===== config.mk =====
export PLATFORM = sky130hd
export DESIGN_NAME = hstore_text_parser_core
export DESIGN_NICKNAME = d
export VERILOG_FILES = /design/src/htp_pkg.sv /design/src/htp_parse.sv /design/src/htp_out_queue.sv /design/src/hstore_text_parser_core.sv
export SDC_FILE = /design/constraint.sdc
export NUM_CORES = 1
export LEC_CHECK = 0
export BUFFER_PORTS_ARGS = -buffer_cell sky130_fd_sc_hd__buf_4
export CORE_MARGIN = 1
export CORE_UTILIZATION = 54
export CTS_CLUSTER_SIZE = 14
export DETAILED_ROUTE_END_ITERATION = 8
export HOLD_SLACK_MARGIN = 0.12
export PLACE_DENSITY = 0.72
export SYNTH_ARGS = -nofsm -noshare
export SYNTH_HDL_FRONTEND = slang
export SYNTH_SLANG_ARGS = --single-unit

===== constraint.sdc =====
create_clock -name i_clk -period 7.3 [get_ports i_clk]
set_clock_uncertainty 0.1 [all_clocks]
set_input_delay 0.365 -clock i_clk [delete_from_list [all_inputs] [get_ports i_clk]]
set_output_delay 0.365 -clock i_clk [all_outputs]
set_load 0.01 [all_outputs]

===== src/htp_pkg.sv =====
// ---------------------------------------------------------------------------
// htp_pkg: shared types and constants of the key/value text parser
// Beat formats, phase codes, result kinds, status codes and byte helpers.
// ---------------------------------------------------------------------------
package htp_pkg;

    // Input beat: one byte of text plus the end-of-string mark.
    typedef struct packed {
        logic [7:0] byte_req;
        logic       last;
    } t_in_beat;

    // Output beat: one result item.
    typedef struct packed {
        logic [2:0] kind;
        logic [7:0] data;
        logic       is_null;
        logic [1:0] status;
        logic       final_res;
    } t_out_beat;

    // Number of result slots one input byte can fill.
    localparam int unsigned RES_SLOTS = 3;

    typedef logic [1:0] t_res_cnt;

    // Hand-off from the parser to the result queue.
    typedef struct packed {
        logic     push;
        t_res_cnt cnt;
    } t_res_push;

    // Parse phases.
    localparam logic [3:0] PH_KEY_WAIT  = 4'd0;
    localparam logic [3:0] PH_KEY_Q     = 4'd1;
    localparam logic [3:0] PH_KEY_Q_ESC = 4'd2;
    localparam logic [3:0] PH_KEY_U     = 4'd3;
    localparam logic [3:0] PH_KEY_U_ESC = 4'd4;
    localparam logic [3:0] PH_EQ        = 4'd5;
    localparam logic [3:0] PH_GT        = 4'd6;
    localparam logic [3:0] PH_VAL_WAIT  = 4'd7;
    localparam logic [3:0] PH_VAL_Q     = 4'd8;
    localparam logic [3:0] PH_VAL_Q_ESC = 4'd9;
    localparam logic [3:0] PH_VAL_U     = 4'd10;
    localparam logic [3:0] PH_VAL_U_ESC = 4'd11;
    localparam logic [3:0] PH_DEL       = 4'd12;
    localparam logic [3:0] PH_DISCARD   = 4'd13;

    // Result kinds.
    localparam logic [2:0] K_KEY_BYTE = 3'd0;
    localparam logic [2:0] K_VAL_BYTE = 3'd1;
    localparam logic [2:0] K_KEY_END  = 3'd2;
    localparam logic [2:0] K_VAL_END  = 3'd3;
    localparam logic [2:0] K_STATUS   = 3'd4;

    // String status codes.
    localparam logic [1:0] ST_OK     = 2'd0;
    localparam logic [1:0] ST_UNEXP  = 2'd1;
    localparam logic [1:0] ST_SYNTAX = 2'd2;

    // Special characters.
    localparam logic [7:0] CH_QUOTE = 8'h22;
    localparam logic [7:0] CH_BSLASH = 8'h5C;
    localparam logic [7:0] CH_EQ    = 8'h3D;
    localparam logic [7:0] CH_GT    = 8'h3E;
    localparam logic [7:0] CH_COMMA = 8'h2C;
    localparam logic [7:0] CH_N     = 8'h6E;
    localparam logic [7:0] CH_U     = 8'h75;
    localparam logic [7:0] CH_L     = 8'h6C;
    localparam logic [7:0] CH_SPACE = 8'h20;

    // Whitespace: tab through carriage return, and space.
    function automatic logic is_ws(input logic [7:0] c);
        return ((c >= 8'd9) && (c <= 8'd13)) || (c == CH_SPACE);
    endfunction

    // Lowercase letter of the null keyword at a given position.
    function automatic logic [7:0] null_char(input logic [1:0] idx);
        logic [7:0] ch;
        case (idx)
            2'd0:    ch = CH_N;
            2'd1:    ch = CH_U;
            default: ch = CH_L;
        endcase
        return ch;
    endfunction

    // Builds one result item; the final mark is set later.
    function automatic t_out_beat mk_res(input logic [2:0] kind, input logic [7:0] data,
                                         input logic is_null, input logic [1:0] status);
        t_out_beat r;
        r.kind      = kind;
        r.data      = data;
        r.is_null   = is_null;
        r.status    = status;
        r.final_res = 1'b0;
        return r;
    endfunction

endpackage


===== src/htp_parse.sv =====
// ---------------------------------------------------------------------------
// htp_parse: input register and per-byte parse step
// Holds one input beat and the parse state, and decodes the beat combinationally
// into up to three result items.
// ---------------------------------------------------------------------------
module htp_parse
    import htp_pkg::*;
(
    input  logic       i_clk,
    input  logic       i_rst_n,
    input  logic       i_in_valid,
    output logic       o_in_ready,
    input  t_in_beat   i_in_beat,
    input  logic       i_room,
    output t_res_push  o_push,
    output t_out_beat  o_res [RES_SLOTS]
);

    logic       r_in_valid;
    t_in_beat   r_in;
    logic [3:0] r_phase;
    logic       r_null_match;
    logic [2:0] r_value_count;

    logic [3:0] n_phase;
    logic       n_null_match;
    logic [2:0] n_value_count;
    logic       commit;
    t_res_cnt   res_cnt;
    t_out_beat  res [RES_SLOTS];

    // The held beat is decoded once the result queue can take three items.
    assign commit     = r_in_valid && i_room;
    assign o_in_ready = !r_in_valid || commit;

    // Input register.
    always_ff @(posedge i_clk) begin
        if (!i_rst_n) begin
            r_in_valid <= 1'b0;
        end else if (o_in_ready) begin
            r_in_valid <= i_in_valid;
        end
    end

    always_ff @(posedge i_clk) begin
        if (o_in_ready && i_in_valid) begin
            r_in <= i_in_beat;
        end
    end

    // Parse state.
    always_ff @(posedge i_clk) begin
        if (!i_rst_n) begin
            r_phase       <= PH_KEY_WAIT;
            r_null_match  <= 1'b1;
            r_value_count <= 3'd0;
        end else if (commit) begin
            r_phase       <= n_phase;
            r_null_match  <= n_null_match;
            r_value_count <= n_value_count;
        end
    end

    // One parse step for the held byte.
    always_comb begin
        logic [3:0] ph;
        logic       nm;
        logic [2:0] vc;
        logic [7:0] c;
        logic       lst;
        logic       stop;
        logic [1:0] st;
        t_res_cnt   cnt;

        ph   = r_phase;
        nm   = r_null_match;
        vc   = r_value_count;
        c    = r_in.byte_req;
        lst  = r_in.last;
        stop = 1'b0;
        st   = ST_UNEXP;
        cnt  = 2'd0;
        for (int k = 0; k < RES_SLOTS; k++) begin
            res[k] = mk_res(K_KEY_BYTE, 8'd0, 1'b0, ST_OK);
        end

        if (ph == PH_DISCARD) begin
            // Skip bytes after an error up to the end of the string.
            if (lst) begin
                ph = PH_KEY_WAIT;
            end
            stop = 1'b1;
        end else begin
            if (ph > PH_DISCARD) begin
                ph = PH_KEY_WAIT;
            end
            case (ph)
                PH_KEY_WAIT: begin
                    if (!is_ws(c)) begin
                        if (c == CH_QUOTE) begin
                            ph = PH_KEY_Q;
                        end else if (c == CH_EQ) begin
                            res[cnt] = mk_res(K_STATUS, 8'd0, 1'b0, ST_SYNTAX);
                            cnt  = cnt + 2'd1;
                            ph   = lst ? PH_KEY_WAIT : PH_DISCARD;
                            stop = 1'b1;
                        end else if (c == CH_BSLASH) begin
                            ph = PH_KEY_U_ESC;
                        end else begin
                            res[cnt] = mk_res(K_KEY_BYTE, c, 1'b0, ST_OK);
                            cnt = cnt + 2'd1;
                            ph  = PH_KEY_U;
                        end
                    end
                end
                PH_KEY_Q: begin
                    if (c == CH_BSLASH) begin
                        ph = PH_KEY_Q_ESC;
                    end else if (c == CH_QUOTE) begin
                        res[cnt] = mk_res(K_KEY_END, 8'd0, 1'b0, ST_OK);
                        cnt = cnt + 2'd1;
                        ph  = PH_EQ;
                    end else begin
                        res[cnt] = mk_res(K_KEY_BYTE, c, 1'b0, ST_OK);
                        cnt = cnt + 2'd1;
                    end
                end
                PH_KEY_Q_ESC: begin
                    res[cnt] = mk_res(K_KEY_BYTE, c, 1'b0, ST_OK);
                    cnt = cnt + 2'd1;
                    ph  = PH_KEY_Q;
                end
                PH_KEY_U: begin
                    if (c == CH_BSLASH) begin
                        ph = PH_KEY_U_ESC;
                    end else if (is_ws(c)) begin
                        res[cnt] = mk_res(K_KEY_END, 8'd0, 1'b0, ST_OK);
                        cnt = cnt + 2'd1;
                        ph  = PH_EQ;
                    end else if (c == CH_EQ) begin
                        res[cnt] = mk_res(K_KEY_END, 8'd0, 1'b0, ST_OK);
                        cnt = cnt + 2'd1;
                        if (lst) begin
                            res[cnt] = mk_res(K_STATUS, 8'd0, 1'b0, ST_UNEXP);
                            cnt  = cnt + 2'd1;
                            ph   = PH_KEY_WAIT;
                            stop = 1'b1;
                        end else begin
                            ph = PH_GT;
                        end
                    end else begin
                        res[cnt] = mk_res(K_KEY_BYTE, c, 1'b0, ST_OK);
                        cnt = cnt + 2'd1;
                    end
                end
                PH_KEY_U_ESC: begin
                    res[cnt] = mk_res(K_KEY_BYTE, c, 1'b0, ST_OK);
                    cnt = cnt + 2'd1;
                    ph  = PH_KEY_U;
                end
                PH_EQ: begin
                    if (!is_ws(c)) begin
                        if (lst) begin
                            res[cnt] = mk_res(K_STATUS, 8'd0, 1'b0, ST_UNEXP);
                            cnt  = cnt + 2'd1;
                            ph   = PH_KEY_WAIT;
                            stop = 1'b1;
                        end else if (c != CH_EQ) begin
                            res[cnt] = mk_res(K_STATUS, 8'd0, 1'b0, ST_SYNTAX);
                            cnt  = cnt + 2'd1;
                            ph   = PH_DISCARD;
                            stop = 1'b1;
                        end else begin
                            ph = PH_GT;
                        end
                    end
                end
                PH_GT: begin
                    if (c != CH_GT) begin
                        res[cnt] = mk_res(K_STATUS, 8'd0, 1'b0, ST_SYNTAX);
                        cnt  = cnt + 2'd1;
                        ph   = lst ? PH_KEY_WAIT : PH_DISCARD;
                        stop = 1'b1;
                    end else begin
                        ph = PH_VAL_WAIT;
                    end
                end
                PH_VAL_WAIT: begin
                    if (!is_ws(c)) begin
                        nm = 1'b1;
                        vc = 3'd0;
                        if (c == CH_QUOTE) begin
                            ph = PH_VAL_Q;
                        end else if (c == CH_BSLASH) begin
                            ph = PH_VAL_U_ESC;
                        end else if (c == CH_COMMA) begin
                            // A value that starts with a comma is empty.
                            res[cnt] = mk_res(K_VAL_END, 8'd0, 1'b0, ST_OK);
                            cnt = cnt + 2'd1;
                            ph  = PH_KEY_WAIT;
                        end else begin
                            if ((c | CH_SPACE) != null_char(vc[1:0])) begin
                                nm = 1'b0;
                            end
                            vc = vc + 3'd1;
                            res[cnt] = mk_res(K_VAL_BYTE, c, 1'b0, ST_OK);
                            cnt = cnt + 2'd1;
                            ph  = PH_VAL_U;
                        end
                    end
                end
                PH_VAL_Q: begin
                    if (c == CH_BSLASH) begin
                        ph = PH_VAL_Q_ESC;
                    end else if (c == CH_QUOTE) begin
                        res[cnt] = mk_res(K_VAL_END, 8'd0, 1'b0, ST_OK);
                        cnt = cnt + 2'd1;
                        ph  = PH_DEL;
                    end else begin
                        res[cnt] = mk_res(K_VAL_BYTE, c, 1'b0, ST_OK);
                        cnt = cnt + 2'd1;
                    end
                end
                PH_VAL_Q_ESC: begin
                    res[cnt] = mk_res(K_VAL_BYTE, c, 1'b0, ST_OK);
                    cnt = cnt + 2'd1;
                    ph  = PH_VAL_Q;
                end
                PH_VAL_U, PH_VAL_U_ESC: begin
                    if (ph == PH_VAL_U && c == CH_BSLASH) begin
                        ph = PH_VAL_U_ESC;
                    end else if (ph == PH_VAL_U && (c == CH_COMMA || is_ws(c))) begin
                        res[cnt] = mk_res(K_VAL_END, 8'd0, nm && (vc == 3'd4), ST_OK);
                        cnt = cnt + 2'd1;
                        ph  = (c == CH_COMMA) ? PH_KEY_WAIT : PH_DEL;
                    end else begin
                        // Track the null keyword, case-insensitive.
                        if (vc < 3'd4) begin
                            if ((c | CH_SPACE) != null_char(vc[1:0])) begin
                                nm = 1'b0;
                            end
                        end else begin
                            nm = 1'b0;
                        end
                        if (vc < 3'd5) begin
                            vc = vc + 3'd1;
                        end
                        res[cnt] = mk_res(K_VAL_BYTE, c, 1'b0, ST_OK);
                        cnt = cnt + 2'd1;
                        ph  = PH_VAL_U;
                    end
                end
                default: begin
                    // Delimiter after a value.
                    if (!is_ws(c)) begin
                        if (c != CH_COMMA) begin
                            res[cnt] = mk_res(K_STATUS, 8'd0, 1'b0, ST_SYNTAX);
                            cnt  = cnt + 2'd1;
                            ph   = lst ? PH_KEY_WAIT : PH_DISCARD;
                            stop = 1'b1;
                        end else begin
                            ph = PH_KEY_WAIT;
                        end
                    end
                end
            endcase
        end

        // Close the string on its last byte.
        if (!stop && lst) begin
            if (ph == PH_KEY_WAIT || ph == PH_DEL) begin
                st = ST_OK;
            end else if (ph == PH_VAL_U) begin
                res[cnt] = mk_res(K_VAL_END, 8'd0, nm && (vc == 3'd4), ST_OK);
                cnt = cnt + 2'd1;
                st  = ST_OK;
            end else if (ph == PH_KEY_U) begin
                res[cnt] = mk_res(K_KEY_END, 8'd0, 1'b0, ST_OK);
                cnt = cnt + 2'd1;
            end
            res[cnt] = mk_res(K_STATUS, 8'd0, 1'b0, st);
            cnt = cnt + 2'd1;
            ph  = PH_KEY_WAIT;
        end

        // Mark the last result of this byte.
        if (cnt != 2'd0) begin
            res[cnt - 2'd1].final_res = 1'b1;
        end

        n_phase       = ph;
        n_null_match  = nm;
        n_value_count = vc;
        res_cnt       = cnt;
    end

    assign o_push.push = commit;
    assign o_push.cnt  = res_cnt;
    assign o_res       = res;

endmodule


===== src/htp_out_queue.sv =====
// ---------------------------------------------------------------------------
// htp_out_queue: result register queue
// Four-entry queue that takes up to three result items in one cycle and
// delivers one result beat per cycle while the output is ready.
// ---------------------------------------------------------------------------
module htp_out_queue
    import htp_pkg::*;
(
    input  logic       i_clk,
    input  logic       i_rst_n,
    input  t_res_push  i_push,
    input  t_out_beat  i_res [RES_SLOTS],
    output logic       o_room,
    output logic       o_out_valid,
    input  logic       i_out_ready,
    output t_out_beat  o_out_beat
);

    localparam int unsigned DEPTH = 4;

    t_out_beat  r_mem [DEPTH];
    logic [1:0] r_wr_ptr;
    logic [1:0] r_rd_ptr;
    logic [2:0] r_count;

    logic [1:0] n_wr_ptr;
    logic [1:0] n_rd_ptr;
    logic [2:0] n_count;
    logic       pop;
    t_res_cnt   push_cnt;

    // Room for a full burst of three results.
    assign o_room      = (r_count <= 3'd1);
    assign o_out_valid = (r_count != 3'd0);
    assign o_out_beat  = r_mem[r_rd_ptr];
    assign pop         = o_out_valid && i_out_ready;
    assign push_cnt    = i_push.push ? i_push.cnt : 2'd0;

    // Pointer and fill arithmetic.
    always_comb begin
        n_wr_ptr = r_wr_ptr + push_cnt;
        n_rd_ptr = r_rd_ptr + {1'b0, pop};
        n_count  = r_count + {1'b0, push_cnt} - {2'b00, pop};
    end

    always_ff @(posedge i_clk) begin
        if (!i_rst_n) begin
            r_wr_ptr <= 2'd0;
            r_rd_ptr <= 2'd0;
            r_count  <= 3'd0;
        end else begin
            r_wr_ptr <= n_wr_ptr;
            r_rd_ptr <= n_rd_ptr;
            r_count  <= n_count;
        end
    end

    // Storage writes for the new results.
    always_ff @(posedge i_clk) begin
        for (int k = 0; k < RES_SLOTS; k++) begin
            if (2'(k) < push_cnt) begin
                r_mem[2'(r_wr_ptr + 2'(k))] <= i_res[k];
            end
        end
    end

endmodule


===== src/hstore_text_parser_core.sv =====
// ---------------------------------------------------------------------------
// hstore_text_parser_core: streaming key/value text parser
// Decodes key => value text one byte per beat into key, value, end and
// status results.
// ---------------------------------------------------------------------------
// The block accepts one text byte per cycle while it is not stalled. A byte
// is held in the input register, where it is decoded into zero to three
// results, which are written at once into a four-entry result queue that
// delivers one result beat per cycle while the output is ready. A byte moves
// on from the input register only while the queue holds at most one result,
// so sustained throughput is one byte per cycle as long as bytes average no
// more than one result each and the output is ready; bytes that give two or
// three results stall the input while the queue drains. An accepted byte
// passes the input register and then the result queue. Every string ends in a
// status beat, and the final_res bit marks the last result caused by each byte.
module hstore_text_parser_core
    import htp_pkg::*;
(
    input  logic      i_clk,
    input  logic      i_rst_n,
    input  logic      i_in_valid,
    output logic      o_in_ready,
    input  t_in_beat  i_in_beat,
    output logic      o_out_valid,
    input  logic      i_out_ready,
    output t_out_beat o_out_beat
);

    logic      room;
    t_res_push push;
    t_out_beat res [RES_SLOTS];

    // Byte decode stage.
    htp_parse u_parse (
        .i_clk      (i_clk),
        .i_rst_n    (i_rst_n),
        .i_in_valid (i_in_valid),
        .o_in_ready (o_in_ready),
        .i_in_beat  (i_in_beat),
        .i_room     (room),
        .o_push     (push),
        .o_res      (res)
    );

    // Result queue.
    htp_out_queue u_out_queue (
        .i_clk       (i_clk),
        .i_rst_n     (i_rst_n),
        .i_push      (push),
        .i_res       (res),
        .o_room      (room),
        .o_out_valid (o_out_valid),
        .i_out_ready (i_out_ready),
        .o_out_beat  (o_out_beat)
    );

endmodule


==> metrics.yaml <==
run_status:
  outcome: "finished clean"
yosys:
  synth_edf_count: 69
  synth_area_sq_um: 5930
  synth_top_area_share_pct: 34.9
  synthesis.instances: 604
  synth.area.top_cells: "edfxtp_1, mux4_2, dfxtp_1"
  synth-seq-cells: 85
  ys_warn_count: 0
  synth_common_cells: "nor2_1, edfxtp_1, nand2_1"
  yosysMostFrequentCell: "nor2_1"
  synth_seq_area_share_pct: 40.3
  ys_types: 93
  syn_avg_cell_area_sq_um: 9.83
  dominantRegCellSynth: "edfxtp_1"
  syn-num-nets: 632
  yosysTopAreaCell: "edfxtp_1"
  async_flop_share_pct: 0
setup_path:
  path_class: "reg -> reg"
  worst_ep_arrival_time_ns: 5.96
  end_kind: "register"
  start_kind: "register"
  critPathMaxFanout: 16
  worstPathRequired_ns: 7.20
placement:
  numPortBuffers: 29
  place_congestion: 1.04
  place_inst: 733
  hpwl_um: 12800
global_routing:
  grtUsageTotal_pct: 31.4
  grt_overflow: 0
  grt_pass1_wl_um: 27300
  grt_pass1_vias: 5048
  grt_max_degree: 22
  grt_antenna_before_repair: 0
power_and_ir_drop:
  seqPwrFrac_pct: 42.1
  powerDensity_nw_per_um2: 267
  power_switching_uw: 654
  clkPwrFrac_pct: 18.0
  ir_drop_uv: 129
  p_sw_share_pct: 38.0
  power.internal_mw: 1.07
  comb_power_share_pct: 39.9
  leakagePower_nw: 2.28
routing:
  initialDrtViolationCount: 521
  topRoutingLayerUsed: "met4"
  vias: 5259
  routed-wl-met3_um: 1280
  drt_first_pass_iters: 5
  drcViolationCount: 0
  antenna_left: 0
  wire_per_inst_um: 22.8
  wl_met1_um: 6740
  routed_wl_um: 17300
  met2_length_um: 8420
  vias_per_cell: 6.93
floorplanning:
  die-area_sq_um: 11400
  fp-row-count: 37
  core-area_sq_um: 10500
  boundaryPins: 30
  die_height_um: 107
  start_util_pct: 56.5
  die_w_um: 107
clocking:
  clk_pin_slew_ns: 0.09
  cts-htree-levels: 3
  clock_path_buffers: 2
  numCtsBuffers: 9
  cts_tree: "done"
  cts.sinks: 85
  clockRootBuffer: "clkbuf_8"
  clock_latency_ns: 0.36
sta:
  max_slew_margin_pct: 26.6
  setup_violations: 0
  post-route-min-period_ns: 6.05
  slew_viol_final: 0
  tns_ns: 0
  period_share_pct: 82.9
  hold_viol: 0
  worstMarginPinSlew_ns: 1.10
  fmax_mhz: 165
  rsz0062_at_grt: "false"
  hold_ws_ns: 0.153
run:
  cap_violations: 0
cells_and_area:
  register_area_sq_um: 2390
  n_antenna_cell: 0
  fin_nets: 646
  fillers: 840
  final_cells: 759
  layout-drive-gt1-share_pct: 17.5
  multi_input_area_sq_um: 3300
  syn_to_final_growth_pct: 8.81
hold_path:
  hp-class: "in -> reg"
stage by stage:
stage | cell area (sq um) | worst slack [ns] | utilization [%] | power [mW]
2_1_floorplan | 5930 | 2.24 | - | 1.18
3_3_place_gp | 6180 | 1.49 | 58.8 | 1.39
3_5_place_dp | 6180 | 1.39 | 58.8 | 1.41
4_1_cts | 6460 | 1.35 | 61.4 | 1.72
5_1_grt | 6460 | 0.828 | 61.4 | 1.81
6_report | 6460 | 1.25 | 61.4 | 1.72
per-layer routing:
| metal | GRT usage (%) | vias up |
|---|---|---|
| li1 | - | 2340 |
| met1 | 39.5 | 2503 |
| met2 | 52.3 | 338 |
| met3 | 4.98 | 78 |
| met4 | 16.2 | 0 |
| met5 | 0 | - |
layout by cell type, fill, tap and decap left out, drive strengths merged, types with 6 or more instances in the layout:
cell type	count
and2	14
nor3	22
o22ai	8
a211o	6
dlygate4sd3	10
clkbuf	10
dfxtp	16
edfxtp	69
a21o	6
o21ai	34
mux2i	14
nand3	16
ha	14
a31oi	9
a21oi	30
o211ai	9
a211oi	10
o31ai	6
nor2	78
inv	21
mux4	15
buf	33
nand2	62
worst paths after layout:
kind	startpoint	endpoint	slack, ns	cells after the start
max	u_parse.r_in[2]	u_out_queue.r_mem[0][2]	1.25	15
min	i_in_valid	u_parse.r_in_valid	0.15	3
max reg2reg	u_parse.r_in[2]	u_out_queue.r_mem[0][2]	1.25	15
min reg2reg	u_parse.r_in_valid	u_parse.r_in_valid	0.48	2
cell type report:
cell class / count / share of cell area (%)
timing repair buffer: 43 / 5.39
clock buffer: 10 / 1.98
multi-input combinational: 461 / 51.1
inverter: 18 / 1.05
tap: 136 / 2.64
sequential: 85 / 37.0
clock inverter: 6 / 0.833
registers in the layout, indices dropped and copies added (netlist names), 2 cells and up:
signal,cells
u_out_queue.r_wr_ptr,2
u_out_queue.r_count,3
u_out_queue.r_mem,60
u_parse.r_phase,4
u_parse.r_value_count,3
u_out_queue.r_rd_ptr,2
u_parse.r_in,9
cell families after synthesis:
logic type	Yosys count	synth area share, %
DFF	85	40.3
muxes	29	8.05
xor gates and xnor gates	7	1.03
AOI/OAI and AO/OA	160	20.3
adders and majority gates	15	3.29
buffers and inverters	58	4.24
and+or+nand+nor	250	22.8
power by group through the flow:
stage,combinational [mW],sequential [mW],clock (mW)
global placement,0.659,0.728,0
detailed placement,0.674,0.735,0
floorplan,0.514,0.667,0
CTS,0.681,0.725,0.315
finish,0.687,0.725,0.311
global route,0.749,0.737,0.328
what timing repair did:
| action | CTS | global route |
|---|---|---|
| resized for setup | 0 | 0 |
| hold buffers | 10 | 0 |
| setup buffers | 0 | 0 |
| endpoints found under the hold margin | 10 | 0 |
worst max-delay path, stage by stage (launching register included):
cell and delay, ns:
edfxtp_1 0.70, and4bb_2 0.32, nand2_1 0.43, o21ai_0 0.34, o31ai_1 0.36, nand3_2 0.19
or3b_4 0.44, a2bb2oi_2 0.20, o21ai_0 0.27, ha_1 0.28, nor2_1 0.17, o21ai_1 0.19
nor4_2 0.54, o31ai_1 0.21, nand2_1 0.38, a211o_1 0.56
No activity file was read; power rests on OpenSTA's default activity.
